`src/hw/rtl/wdw_pkg.sv`:
```
// ----------------------------------------------------------------------------
// Weighted draw package
// Shared widths, result and mode codes, the memory control group and the
// weight function of the weighted draw unit.
// ----------------------------------------------------------------------------
package wdw_pkg;

   localparam int ID_W        = 6;
   localparam int COUNT_W     = 6;
   localparam int ACTIVE_W    = 7;
   localparam int WEIGHT_W    = 64;
   localparam int RAND_W      = 32;
   localparam int STATUS_W    = 2;
   localparam int COUNT_LIMIT = 62;

   localparam logic MODE_RESTART = 1'b0;
   localparam logic MODE_DRAW    = 1'b1;

   localparam logic [STATUS_W-1:0] STATUS_DRAWN     = 2'd0;
   localparam logic [STATUS_W-1:0] STATUS_EMPTY     = 2'd1;
   localparam logic [STATUS_W-1:0] STATUS_RESTARTED = 2'd2;

   typedef struct packed {
      logic rd_en;
      logic wr_en;
   } mem_ctrl_type;

   // Identifier id weighs 2 << (active - id) while it is below the active count.
   function automatic logic [WEIGHT_W-1:0] weight_of(input logic [ID_W-1:0] id,
                                                     input logic [ACTIVE_W-1:0] active);
      logic [ACTIVE_W-1:0] amount;
      amount = 7'(active - {1'b0, id} + 7'd1);
      if ({1'b0, id} < active) begin
         weight_of = 64'd1 << amount;
      end else begin
         weight_of = '0;
      end
   endfunction

endpackage

```
`src/hw/rtl/wdw_pool_mem.sv`:
```
// ----------------------------------------------------------------------------
// Pool memory
// Single-port-write, single-port-read memory holding the identifiers that
// are still available. Read data is registered.
// ----------------------------------------------------------------------------
module wdw_pool_mem #(
   parameter int DEPTH  = 64,
   parameter int ADDR_W = $clog2(DEPTH)
) (
   input  logic                      clock,
   input  wdw_pkg::mem_ctrl_type     mem_ctrl,
   input  logic [ADDR_W-1:0]         rd_addr,
   input  logic [ADDR_W-1:0]         wr_addr,
   input  logic [wdw_pkg::ID_W-1:0]  wr_data,
   output logic [wdw_pkg::ID_W-1:0]  rd_data
);
   import wdw_pkg::*;

   logic [ID_W-1:0] mem_array [DEPTH];
   logic [ID_W-1:0] rd_data_ff;

   always_ff @(posedge clock) begin
      if (mem_ctrl.wr_en) begin
         mem_array[wr_addr] <= wr_data;
      end
      if (mem_ctrl.rd_en) begin
         rd_data_ff <= mem_array[rd_addr];
      end
   end

   assign rd_data = rd_data_ff;

endmodule

```
`src/hw/rtl/wdw_remainder.sv`:
```
// ----------------------------------------------------------------------------
// Iterative remainder unit
// Reduces a 32-bit word modulo a 64-bit divisor by restoring division,
// one dividend bit per cycle.
// ----------------------------------------------------------------------------
module wdw_remainder (
   input  logic                          clock,
   input  logic                          reset,
   input  logic                          start,
   input  logic [wdw_pkg::RAND_W-1:0]    dividend,
   input  logic [wdw_pkg::WEIGHT_W-1:0]  divisor,
   output logic                          done,
   output logic [wdw_pkg::WEIGHT_W-1:0]  remainder
);
   import wdw_pkg::*;

   localparam int STEP_W = $clog2(RAND_W);

   logic                  busy_ff, busy_in;
   logic                  done_ff, done_in;
   logic [STEP_W-1:0]     step_ff, step_in;
   logic [RAND_W-1:0]     bits_ff, bits_in;
   logic [WEIGHT_W-1:0]   rem_ff, rem_in;
   logic [WEIGHT_W:0]     trial;

   always_comb begin
      busy_in = busy_ff;
      done_in = 1'b0;
      step_in = step_ff;
      bits_in = bits_ff;
      rem_in  = rem_ff;
      trial   = {rem_ff, bits_ff[RAND_W-1]};
      if (start) begin
         busy_in = 1'b1;
         step_in = '0;
         bits_in = dividend;
         rem_in  = '0;
      end else if (busy_ff) begin
         if (trial >= {1'b0, divisor}) begin
            rem_in = WEIGHT_W'(trial - {1'b0, divisor});
         end else begin
            rem_in = trial[WEIGHT_W-1:0];
         end
         bits_in = {bits_ff[RAND_W-2:0], 1'b0};
         step_in = STEP_W'(step_ff + 1'b1);
         if (step_ff == STEP_W'(RAND_W - 1)) begin
            busy_in = 1'b0;
            done_in = 1'b1;
         end
      end
   end

   always_ff @(posedge clock) begin
      if (reset) begin
         busy_ff <= 1'b0;
         done_ff <= 1'b0;
      end else begin
         busy_ff <= busy_in;
         done_ff <= done_in;
      end
      step_ff <= step_in;
      bits_ff <= bits_in;
      rem_ff  <= rem_in;
   end

   assign done      = done_ff;
   assign remainder = rem_ff;

endmodule

```
`src/hw/rtl/weighted_draw_without_replacement_unit.sv`:
```
// ----------------------------------------------------------------------------
// Weighted draw without replacement unit
// Roulette-wheel selection of node identifiers from a pool held in memory.
// ----------------------------------------------------------------------------
// Items are handled one at a time, each giving one result item. A restart
// refills the pool memory one entry per cycle, up to the clipped node
// count. A draw runs the random word through the bit-serial remainder unit,
// then scans the pool at one memory read per cycle, then reads and writes
// back the last entry. A draw on an empty pool goes straight to the result.
// A result that waits for the receiver holds the unit in its done state.
module weighted_draw_without_replacement_unit #(
   parameter int POOL_DEPTH = 64
) (
   input  logic        clock,
   input  logic        reset,
   input  logic        req_tvalid,
   output logic        req_tready,
   input  logic [31:0] req_tdata,   // random_value[31:0]
   input  logic        req_tuser,   // mode[0]
   output logic        rsp_tvalid,
   input  logic        rsp_tready,
   output logic [7:0]  rsp_tdata,   // node_id[5:0]
   output logic [1:0]  rsp_tuser,   // status[1:0]
   input  logic        csr_wr_en,
   input  logic [5:0]  csr_wr_data  // node_count[5:0]
);
   import wdw_pkg::*;

   localparam int ADDR_W = $clog2(POOL_DEPTH);
   localparam int CNT_W  = $clog2(POOL_DEPTH + 1);

   typedef enum logic [6:0] {
      ST_IDLE    = 7'b0000001,
      ST_FILL    = 7'b0000010,
      ST_DIV     = 7'b0000100,
      ST_SCAN    = 7'b0001000,
      ST_MOVE_RD = 7'b0010000,
      ST_MOVE_WR = 7'b0100000,
      ST_DONE    = 7'b1000000
   } state_type;

   state_type              state_ff, state_in;
   logic [COUNT_W-1:0]     node_count_ff, node_count_in;
   logic [CNT_W-1:0]       active_ff, active_in;
   logic [CNT_W-1:0]       remaining_ff, remaining_in;
   logic [WEIGHT_W-1:0]    total_ff, total_in;
   logic [CNT_W-1:0]       fill_ff, fill_in;
   logic [CNT_W-1:0]       issue_ff, issue_in;
   logic [CNT_W-1:0]       check_ff, check_in;
   logic [WEIGHT_W-1:0]    accum_ff, accum_in;
   logic [WEIGHT_W-1:0]    target_ff, target_in;
   logic [ADDR_W-1:0]      slot_ff, slot_in;
   logic [ID_W-1:0]        res_id_ff, res_id_in;
   logic [STATUS_W-1:0]    res_status_ff, res_status_in;
   logic                   rd_vld_ff;
   logic                   rsp_valid_ff, rsp_valid_in;
   logic [7:0]             rsp_data_ff, rsp_data_in;

   mem_ctrl_type           mem_ctrl;
   logic [ADDR_W-1:0]      mem_rd_addr;
   logic [ADDR_W-1:0]      mem_wr_addr;
   logic [ID_W-1:0]        mem_wr_data;
   logic [ID_W-1:0]        mem_rd_data;

   logic                   div_start;
   logic                   div_done;
   logic [WEIGHT_W-1:0]    div_rem;

   logic [ACTIVE_W-1:0]    count_clip;
   logic [CNT_W-1:0]       count_sel;
   logic [ACTIVE_W-1:0]    active_ext;
   logic [WEIGHT_W-1:0]    scan_sum;

   wdw_pool_mem #(
      .DEPTH  (POOL_DEPTH),
      .ADDR_W (ADDR_W)
   ) u_pool_mem (
      .clock    (clock),
      .mem_ctrl (mem_ctrl),
      .rd_addr  (mem_rd_addr),
      .wr_addr  (mem_wr_addr),
      .wr_data  (mem_wr_data),
      .rd_data  (mem_rd_data)
   );

   wdw_remainder u_remainder (
      .clock     (clock),
      .reset     (reset),
      .start     (div_start),
      .dividend  (req_tdata),
      .divisor   (total_ff),
      .done      (div_done),
      .remainder (div_rem)
   );

   assign req_tready = (state_ff == ST_IDLE);
   assign rsp_tvalid = rsp_valid_ff;
   assign rsp_tdata  = {2'b00, rsp_data_ff[5:0]};
   assign rsp_tuser  = rsp_data_ff[7:6];

   assign active_ext = ACTIVE_W'(active_ff);
   assign scan_sum   = accum_ff + weight_of(mem_rd_data, active_ext);

   always_comb begin
      count_clip = {1'b0, node_count_ff};
      if (count_clip > ACTIVE_W'(COUNT_LIMIT)) begin
         count_clip = ACTIVE_W'(COUNT_LIMIT);
      end
      if (count_clip > ACTIVE_W'(POOL_DEPTH)) begin
         count_clip = ACTIVE_W'(POOL_DEPTH);
      end
      count_sel = CNT_W'(count_clip);
   end

   always_comb begin
      state_in      = state_ff;
      node_count_in = node_count_ff;
      active_in     = active_ff;
      remaining_in  = remaining_ff;
      total_in      = total_ff;
      fill_in       = fill_ff;
      issue_in      = issue_ff;
      check_in      = check_ff;
      accum_in      = accum_ff;
      target_in     = target_ff;
      slot_in       = slot_ff;
      res_id_in     = res_id_ff;
      res_status_in = res_status_ff;
      rsp_valid_in  = rsp_valid_ff && !rsp_tready;
      rsp_data_in   = rsp_data_ff;
      mem_ctrl      = '0;
      mem_rd_addr   = '0;
      mem_wr_addr   = '0;
      mem_wr_data   = '0;
      div_start     = 1'b0;

      if (csr_wr_en) begin
         node_count_in = csr_wr_data;
      end

      unique case (state_ff)
         ST_IDLE: begin
            if (req_tvalid) begin
               res_id_in = '0;
               if (req_tuser == MODE_RESTART) begin
                  active_in     = count_sel;
                  remaining_in  = count_sel;
                  // The full pool weighs 2^(n+2) - 4.
                  total_in      = WEIGHT_W'(~({WEIGHT_W{1'b1}} << (count_clip + 7'd2)) - 64'd3);
                  fill_in       = '0;
                  res_status_in = STATUS_RESTARTED;
                  state_in      = (count_sel == '0) ? ST_DONE : ST_FILL;
               end else if (remaining_ff == '0 || total_ff == '0) begin
                  res_status_in = STATUS_EMPTY;
                  state_in      = ST_DONE;
               end else begin
                  div_start = 1'b1;
                  state_in  = ST_DIV;
               end
            end
         end
         ST_FILL: begin
            mem_ctrl.wr_en = 1'b1;
            mem_wr_addr    = fill_ff[ADDR_W-1:0];
            mem_wr_data    = ID_W'(fill_ff);
            fill_in        = CNT_W'(fill_ff + 1'b1);
            if (fill_ff == CNT_W'(active_ff - 1'b1)) begin
               state_in = ST_DONE;
            end
         end
         ST_DIV: begin
            if (div_done) begin
               target_in = div_rem;
               issue_in  = '0;
               check_in  = '0;
               accum_in  = '0;
               state_in  = ST_SCAN;
            end
         end
         ST_SCAN: begin
            if (issue_ff < remaining_ff) begin
               mem_ctrl.rd_en = 1'b1;
               mem_rd_addr    = issue_ff[ADDR_W-1:0];
               issue_in       = CNT_W'(issue_ff + 1'b1);
            end
            if (rd_vld_ff) begin
               accum_in = scan_sum;
               check_in = CNT_W'(check_ff + 1'b1);
               if (target_ff < scan_sum || check_ff == CNT_W'(remaining_ff - 1'b1)) begin
                  slot_in   = check_ff[ADDR_W-1:0];
                  res_id_in = mem_rd_data;
                  state_in  = ST_MOVE_RD;
               end
            end
         end
         ST_MOVE_RD: begin
            mem_ctrl.rd_en = 1'b1;
            mem_rd_addr    = ADDR_W'(remaining_ff - 1'b1);
            state_in       = ST_MOVE_WR;
         end
         ST_MOVE_WR: begin
            mem_ctrl.wr_en = 1'b1;
            mem_wr_addr    = slot_ff;
            mem_wr_data    = mem_rd_data;
            total_in       = total_ff - weight_of(res_id_ff, active_ext);
            remaining_in   = CNT_W'(remaining_ff - 1'b1);
            res_status_in  = STATUS_DRAWN;
            state_in       = ST_DONE;
         end
         ST_DONE: begin
            if (!rsp_valid_ff || rsp_tready) begin
               rsp_valid_in = 1'b1;
               rsp_data_in  = {res_status_ff, res_id_ff};
               state_in     = ST_IDLE;
            end
         end
         default: begin
            state_in = ST_IDLE;
         end
      endcase
   end

   always_ff @(posedge clock) begin
      if (reset) begin
         state_ff      <= ST_IDLE;
         node_count_ff <= 6'd8;
         active_ff     <= '0;
         remaining_ff  <= '0;
         total_ff      <= '0;
         rd_vld_ff     <= 1'b0;
         rsp_valid_ff  <= 1'b0;
      end else begin
         state_ff      <= state_in;
         node_count_ff <= node_count_in;
         active_ff     <= active_in;
         remaining_ff  <= remaining_in;
         total_ff      <= total_in;
         rd_vld_ff     <= mem_ctrl.rd_en;
         rsp_valid_ff  <= rsp_valid_in;
      end
      fill_ff       <= fill_in;
      issue_ff      <= issue_in;
      check_ff      <= check_in;
      accum_ff      <= accum_in;
      target_ff     <= target_in;
      slot_ff       <= slot_in;
      res_id_ff     <= res_id_in;
      res_status_ff <= res_status_in;
      rsp_data_ff   <= rsp_data_in;
   end

endmodule

```
`config.mk`:
```
export PLATFORM = sky130hd
export DESIGN_NAME = weighted_draw_without_replacement_unit
export DESIGN_NICKNAME = d
export VERILOG_FILES = /design/src/hw/rtl/wdw_pkg.sv /design/src/hw/rtl/wdw_pool_mem.sv /design/src/hw/rtl/wdw_remainder.sv /design/src/hw/rtl/weighted_draw_without_replacement_unit.sv
export SDC_FILE = /design/constraint.sdc
export NUM_CORES = 2
export LEC_CHECK = 0
export ABC_AREA = 1
export BUFFER_PORTS_ARGS = -buffer_cell sky130_fd_sc_hd__buf_4
export CORE_ASPECT_RATIO = 2
export CORE_MARGIN = 5
export CORE_UTILIZATION = 40
export CTS_BUF_LIST = sky130_fd_sc_hd__clkbuf_8 sky130_fd_sc_hd__clkbuf_16
export DETAILED_ROUTE_END_ITERATION = 8
export GPL_ROUTABILITY_DRIVEN = 0
export SYNTH_ARGS = -nofsm -noshare
export SYNTH_HDL_FRONTEND = slang
export SYNTH_SLANG_ARGS = --single-unit
```
`constraint.sdc`:
```
create_clock -name clock -period 12 [get_ports clock]
set_input_delay 1.2 -clock clock [delete_from_list [all_inputs] [get_ports clock]]
set_output_delay 1.2 -clock clock [all_outputs]
set_load 0.1 [all_outputs]
```
# After elaboration in Yosys (flattened, before gate mapping)
# Memory sizes are Yosys's and may differ from the RTL's. A register that Yosys moved wholly into a read port is not among the register bits.
# Cells that the tools add are included.
word_totals:
  in_bits: 44
  n_memories: 1
  ramBits: 384
  mem_bits_ro: 0
  register_bits: 367
  latch_bits: 0
  out_inout_bits: 12
  elab_cells: 158
mem_list:
  columns: ["name", "words", "word_bits", "rd", "rd_clocked_by_memory_dff", "wr", "line", "source"]
  rows:
  - ["u_pool_mem.mem_array", 64, 6, 1, 1, 1, "wdw_pool_mem.sv:19", "logic [ID_W-1:0] mem_array [DEPTH];"]
op_classes:
  reduce_logical: 27
  bitwise_logic: 3
  shift: 3
  mul: 0
  order_cmp: 7
  n_addsub: 15
  div: 0
  eq_ne: 19
  muxes: 62
ops:
  columns: ["op", "count"]
  rows:
  - ["64-bit 2-to-1 mux", 8]
  - ["64-bit one-hot mux with 2 select lines", 2]
  - ["1-bit by 7-bit left shift with 64-bit output, first input constant", 2]
  - ["64-bit subtractor", 2]
  - ["7-bit 2-to-1 mux", 17]
  - ["65-bit by 64-bit greater-or-equal comparator with 1-bit output", 1]
  - ["64-bit adder", 1]
  - ["64-bit logical NOT", 1]
  - ["64-bit less-than comparator", 1]
  - ["32-bit 2-to-1 mux", 2]
  - ["64-bit NOT", 1]
  - ["64-bit by 7-bit left shift with 64-bit output, first input constant", 1]
  - ["64-bit by 2-bit subtractor with 64-bit output, second input constant", 1]
  - ["7-bit one-hot mux with 2 select lines", 4]
  - ["7-bit one-hot mux with 7 select lines", 1]
  - ["6-bit one-hot mux with 2 select lines", 4]
  - ["7-bit by 1-bit adder with 7-bit output, second input constant", 5]
  - ["6-bit 2-to-1 mux", 5]
  - ["3-bit AND reduction", 7]
  - ["7-bit equality test", 2]
  - ["7-bit logical NOT", 2]
  - ["6-bit by 7-bit less-than comparator with 1-bit output", 2]
  - ["1-bit 2-to-1 mux", 14]
  - ["2-bit inequality test, second input constant", 7]
  - ["other kinds (30)", 43]

# Depth between registers and ports, before layout
depth:
  ltp_word: 11
  ltp_mapped: 43
  depth_no_buf: 41

# Cells and area by module
# Synthesis repeated with hierarchy kept, for this count alone.
unflattened:
  cells_unflattened: 7050
  area_unflattened_um2: 51575.7
modules_own_cells:
  columns: ["mod", "instances", "area_per_inst_um2", "seq_area_each_um2", "cells_each"]
  rows:
  - ["weighted_draw_without_replacement_unit", 1, 24489.7, 6976.7, 3701]
  - ["wdw_pool_mem", 1, 15990.3, 11711.2, 1376]
  - ["wdw_remainder", 1, 11095.6, 2382.3, 1973]

# Worst setup path before layout
# OpenSTA, ideal clock, no wires.
synth_timing:
  kind: "register to register"
  from: "register state_ff[6]"
  to: "register accum_ff[0], enable pin"
  path_buffers: 0
  period_less_slack_ns: 7.036
  setup_slack_ns: 4.964
  setup_ns: 0.598
  stages_incl_launch_ff: 8
  arrival_time_ns: 6.438
  t_required_ns: 11.402
  path_cell_list: "dfxtp_1 > nor2_1 > nand2_1 > nor4_1 > inv_1 > nor2_1 > inv_1 > o21ai_0"
synth_between:
  elab_chain_len: 3
  elab_cells_between_ends: 6
  classes_between: "eq/ne (4); reduce/logical (2)"
synth_lines:
  columns: ["element", "line", "source"]
  rows:
  - ["from (decl)", "weighted_draw_without_replacement_unit.sv:42", "state_type state_ff, state_in;"]
  - ["from (signal assigned)", "weighted_draw_without_replacement_unit.sv:233", "state_ff <= state_in;"]
  - ["7-bit by 3-bit equality test with 1-bit output / 7-bit by 4-bit equality test with 1-bit output (equally long branches)", "weighted_draw_without_replacement_unit.sv:141", "unique case (state_ff)"]
  - ["2-bit by 1-bit inequality test with 1-bit output (no source line) (tied with other cells)", null, null]
  - ["3-bit AND reduction (no source line) *", null, null]
  - ["to (signal assigned)", "weighted_draw_without_replacement_unit.sv:244", "accum_ff <= accum_in;"]
  - ["to (decl)", "weighted_draw_without_replacement_unit.sv:50", "logic [WEIGHT_W-1:0] accum_ff, accum_in;"]
# Mark *: on every way between the ends. The rest lies on a longest branch, timed or not.
# A chain may end at the register's enable or synchronous reset.

# Worst setup path in the final report
layout_timing:
  from: "register u_pool_mem.rd_data_ff[3] (netlist: u_pool_mem.rd_data[3]), read port of u_pool_mem.mem_array"
  to: "register res_id_ff[4], enable pin"
layout_between:
  elab_chain_len: 9
  elab_cells_between_ends: 10
  classes_between: "add/sub (3); order compare (2); eq/ne (1); shift (1); mux (1); reduce/logical (2)"
layout_lines:
  columns: ["element", "line", "source"]
  rows:
  - ["from (decl)", "wdw_pool_mem.sv:20", "logic [ID_W-1:0] rd_data_ff;"]
  - ["7-bit by 6-bit subtractor with 7-bit output", "wdw_pkg.sv:32", "amount = 7'(active - {1'b0, id} + 7'd1);"]
  - ["7-bit by 1-bit adder with 7-bit output", "wdw_pkg.sv:32", null]
  - ["1-bit by 7-bit left shift with 64-bit output", "wdw_pkg.sv:34", "weight_of = 64'd1 << amount;"]
  - ["64-bit 2-to-1 mux *", "wdw_pkg.sv:33", "if ({1'b0, id} < active) begin"]
  - ["64-bit adder *", "weighted_draw_without_replacement_unit.sv:102", "assign scan_sum = accum_ff + weight_of(mem_rd_data, active_ext);"]
  - ["64-bit less-than comparator *", "weighted_draw_without_replacement_unit.sv:189", "if (target_ff < scan_sum || check_ff == CNT_W'(remaining_ff - 1'b1)) begin"]
  - ["1-bit logical OR *", "weighted_draw_without_replacement_unit.sv:189", null]
  - ["2-bit inequality test (no source line) *", null, null]
  - ["4-bit AND reduction (no source line) *", null, null]
  - ["to (signal assigned)", "weighted_draw_without_replacement_unit.sv:247", "res_id_ff <= res_id_in;"]
  - ["to (decl)", "weighted_draw_without_replacement_unit.sv:53", "logic [ID_W-1:0] res_id_ff, res_id_in;"]
# Marks and branches as above.

==> results.rst <==
.. list-table::
   :header-rows: 1

   * - Metric
     - Value
   * - Outcome
     - complete, no violations
   * - Arithmetic-cell share of the synthesized area counting full adders, half adders and majority gates
     - 0.0755
   * - Clock latency of the later-clocked register in the worst-skew pair
     - 0.69 ns
   * - Max_slew headroom
     - 0.178
   * - Number of nets in the layout
     - 7025
   * - Family with the most delay on the worst path
     - simple AND/OR/NAND/NOR gates
   * - Initial drt markers
     - 4483
   * - Rows
     - 185
   * - Post-placement setup slack
     - roughly 3.4 ns
   * - Initial standard-cell utilization of the core
     - 0.402
   * - H-tree depth
     - 3
   * - Vias after detailed routing
     - 48.1k
   * - Number of vias per cell after detailed routing
     - around 5.7
   * - Highest attainable clock frequency
     - 113 MHz
   * - Initial antenna violation count
     - 3
   * - Unrepaired setup endpoints after global routing
     - no
   * - Syn Inst Count
     - 6734
   * - Final Skew
     - 0.0431 ns
   * - Synthesis warning total
     - 0
   * - Post-route minimum period
     - 8.86 ns
   * - Startpoint type of the worst setup path
     - register
   * - Multiplexer fraction of the synthesized cell area
     - 0
   * - CP max FO
     - 13
   * - Sequential fraction of the synthesis area
     - 0.412
   * - Launching point of the worst reg2reg path
     - u_pool_mem.rd_data[3]$_DFFE_PP_
   * - Router iterations before antenna repair
     - 9
   * - TritonCTS clock tree
     - yes
   * - GR Overflow Total
     - 0
   * - Largest buffer count on any clock path
     - 3
   * - Post-CTS Repair Setup Buffers
     - 0
   * - Die X-Extent
     - 263 µm
   * - Remaining number of nets flagged by the antenna check after routing
     - 0
   * - Maximum number of pins on one net before global-route repair
     - 102
   * - Leakage power of the design
     - 24.6 nW
   * - Global-route total usage across every layer
     - 0.298
   * - Fraction of final layout cells sized beyond drive strength 1
     - 0.0456
   * - Final sum of negative setup slack
     - 0 ns
   * - Number of buffers and inverters on the critical path
     - 4
   * - Largest family of logic cells by synthesized area
     - simple AND/OR/NAND/NOR gates
   * - Endpoint, Worst Hold
     - rsp_data_ff[7]$_DFFE_PP_
   * - CTS root buffer
     - clkbuf_16
   * - Path depth of the worst reg2reg path
     - 34
   * - Total die area
     - around 140000 µm²
   * - Total power divided by cell area
     - around 250 nW/µm²
   * - Global-route wire length before repair
     - approximately 300000 µm
   * - Final Hold Fails
     - 0
   * - Actual slew at the worst max-slew pin
     - 1.23 ns
   * - Compound-Gate Fraction of Synth Area
     - 0.105
   * - Number of gates resized after CTS
     - 0
   * - Data required time at the worst endpoint
     - 12.37 ns
   * - Clock-pin slew reported for the worst setup and hold paths after clock tree synthesis
     - 0.07 ns
   * - Number of buffers created by CTS
     - 73
   * - Endpoint of the most critical register-to-register path
     - res_id_ff[4]$_SDFFCE_PN0P_
   * - Setup slack after layout
     - between 3 and 4 ns
   * - Clock Sink Count
     - around 760
   * - Crit path from
     - u_pool_mem.rd_data[3]$_DFFE_PP_
   * - Number of cells on the worst hold path
     - 0
   * - Final Max Slew Viols
     - 0
   * - Final worst-path cycle share
     - 0.738
   * - Yosys reg bits
     - 756
   * - Most Frequent Cell on Critical Path
     - nand2_1
   * - Final wirelength
     - between 200000 and 250000 µm
   * - Cell with the biggest individual delay on the critical path
     - nor2_1
   * - Hold/Removal Path Class
     - register to register
   * - Average detailed-routed wire length per instance
     - 24.9 µm
   * - Count of port buffers added during placement
     - 53
   * - Parity-gate share of the synthesized area counting xor and xnor cells
     - 0.0221
   * - Detailed placer's ending HPWL
     - 156000 µm
   * - Post-route DRC
     - 0
   * - Mean Syn Cell Area
     - roughly 7.6 µm²
   * - Final setup vio count
     - 0
   * - Category of the most critical setup path
     - register to register
   * - Cell area after synthesis
     - 51100 µm²
   * - Count of unique library cells instantiated by Yosys
     - 59
   * - Element type at the critical path end
     - register
   * - Max-capacitance violation count
     - 0
   * - Fraction of the mapped netlist area in simple logic gates
     - 0.299
   * - Register-to-Register Setup Slack
     - 3.14 ns
   * - Peak supply drop
     - 0.000172 V
   * - Worst Min Path Start
     - res_status_ff[1]$_SDFFCE_PP0P_
   * - Area inside the core boundary
     - approximately 130000 µm²
   * - Synthesis-to-layout area growth
     - 8.68%
   * - Chip Height
     - 516 µm
   * - CP arrival
     - 9.23 ns
   * - Via count of the first global-routing pass
     - 47.8k
   * - Crit path largest cell delay
     - 0.64 ns
   * - Number of buffers inserted by hold repair at cts
     - 0
   * - # IOs
     - 56
==> kinds of logic after synthesis <==
kind of cell / after synthesis
XOR/XNOR: 128
AO/OA/AOI/OAI: 977
AND/OR/NAND/NOR: 3428
buffers and inverters: 1139
flip-flops: 756
other: 1
adder cells (fa/ha/maj): 305
==> cell usage after synthesis, drive strengths merged <==
cell type	instances	area [µm²]
nand2	1445	5470
inv	904	3390
nand3	800	4060
nor2	767	2930
edfxtp	593	17800
a21oi	434	2220
o21ai	358	1800
ha	299	3740
nand3b	225	1690
dfxtp	163	3260
clkbuf	140	526
buf	91	477
xnor2	65	569
nor3	64	320
xor2	63	559
nand4	52	325
nor4	51	340
o21bai	39	297
a31oi	38	238
a21o	22	165
o21a	18	135
a21boi	17	128
o211ai	17	138
o22ai	15	106
or2	9	56.3
and3	7	43.8
nor3b	7	52.6
a211oi	6	45.0
fa	6	120
clkinv	4	15.0
o31ai	4	30.0
o2111ai	3	26.3
a221oi	2	17.5
a2111oi	1	8.76
a41oi	1	8.76
and2	1	6.26
conb	1	3.75
o311ai	1	8.76
o32ai	1	8.76
==> area by class of cell <==
class,count,area (µm²)
fill,12800,71500
clock inverter,61,546
sequential,756,21100
clock buffer,75,1870
timing repair buffer,97,732
multi-input combinational,4840,25800
antenna,3,7.51
tap,1683,2110
inverter,908,3410
==> routing by layer <==
layer  global-route usage  vias up  part of all wire
met4                0.291        0              0.13
met5                    0        -                 0
met3               0.0629      993             0.067
met2                0.544     2295              0.50
li1                     -    22500                 -
met1                0.266    22400              0.30
==> sequential cells by signal, indices dropped and copies added (netlist names), 8 cells and up <==
register / flops
accum_ff: 64
rsp_data_ff: 8
target_ff: 64
total_ff: 64
u_pool_mem.mem_array: 384
u_remainder.bits_ff: 32
u_remainder.remainder: 64
==> stage by stage <==
stage,cell area (µm²),power (mW),hold slack [ns],instances,util
final,55600,14.2,0.424,8423,0.437
after global routing,55600,15.0,0.429,8421,0.437
after CTS,55600,13.7,0.429,8419,0.437
after detailed placement,53200,11.3,0.420,8283,0.418
after global placement,53200,11.3,0.427,8283,0.418
after floorplan,51100,8.53,0.400,6735,-
==> worst register-to-register path: cells and delay by family, from the launching register on <==
family                     cells  cell delay [ns]
and+or+nand+nor               15             3.02
AOI/OAI and AO/OA              9             2.31
adders and majority gates      4             1.29
buffers and inverters          4             0.84
xor gates and xnor gates       2             0.69
DFF                            1             0.40
==> cell usage in the layout (no fill, tap or decap), types with 9 or more instances in the layout <==
master,synthesis,layout
nand2_1,1432,1428
inv_1,891,902
nand3_1,789,789
nor2_1,760,755
edfxtp_1,593,593
a21oi_1,424,423
o21ai_0,334,331
ha_1,299,299
nand3b_1,225,225
dfxtp_1,163,163
buf_4,8,96
clkbuf_16,0,74
xnor2_1,65,65
nor3_1,64,63
xor2_1,62,62
nand4_1,52,52
nor4_1,49,47
a31oi_1,38,38
o21bai_1,38,38
o21ai_1,23,25
a21o_1,22,22
o21a_1,18,18
a21boi_0,17,17
clkinv_2,0,16
o211ai_1,15,15
inv_2,13,14
nand2_2,10,12
clkinv_1,4,12
nand3_2,11,11
a21oi_2,9,10
or2_2,9,9
==> power breakdown <==
part           internal [mW]  leakage [nW]  switching [mW]
combinational           2.22          16.9            6.17
sequential              3.07          6.45           0.327
clock                   1.23          1.22            1.14
==> how the worst max path moves through the flow <==
stage,endpoint,cells after the start
2_1_floorplan,accum_ff[0]$_SDFFCE_PN0P_,7
3_3_place_gp,res_id_ff[5]$_SDFFCE_PN0P_,35
3_5_place_dp,res_id_ff[4]$_SDFFCE_PN0P_,35
4_1_cts,res_id_ff[0]$_SDFFCE_PN0P_,35
5_1_grt,res_id_ff[4]$_SDFFCE_PN0P_,35
6_report,res_id_ff[4]$_SDFFCE_PN0P_,34
Power figures use the tool's default switching activity.
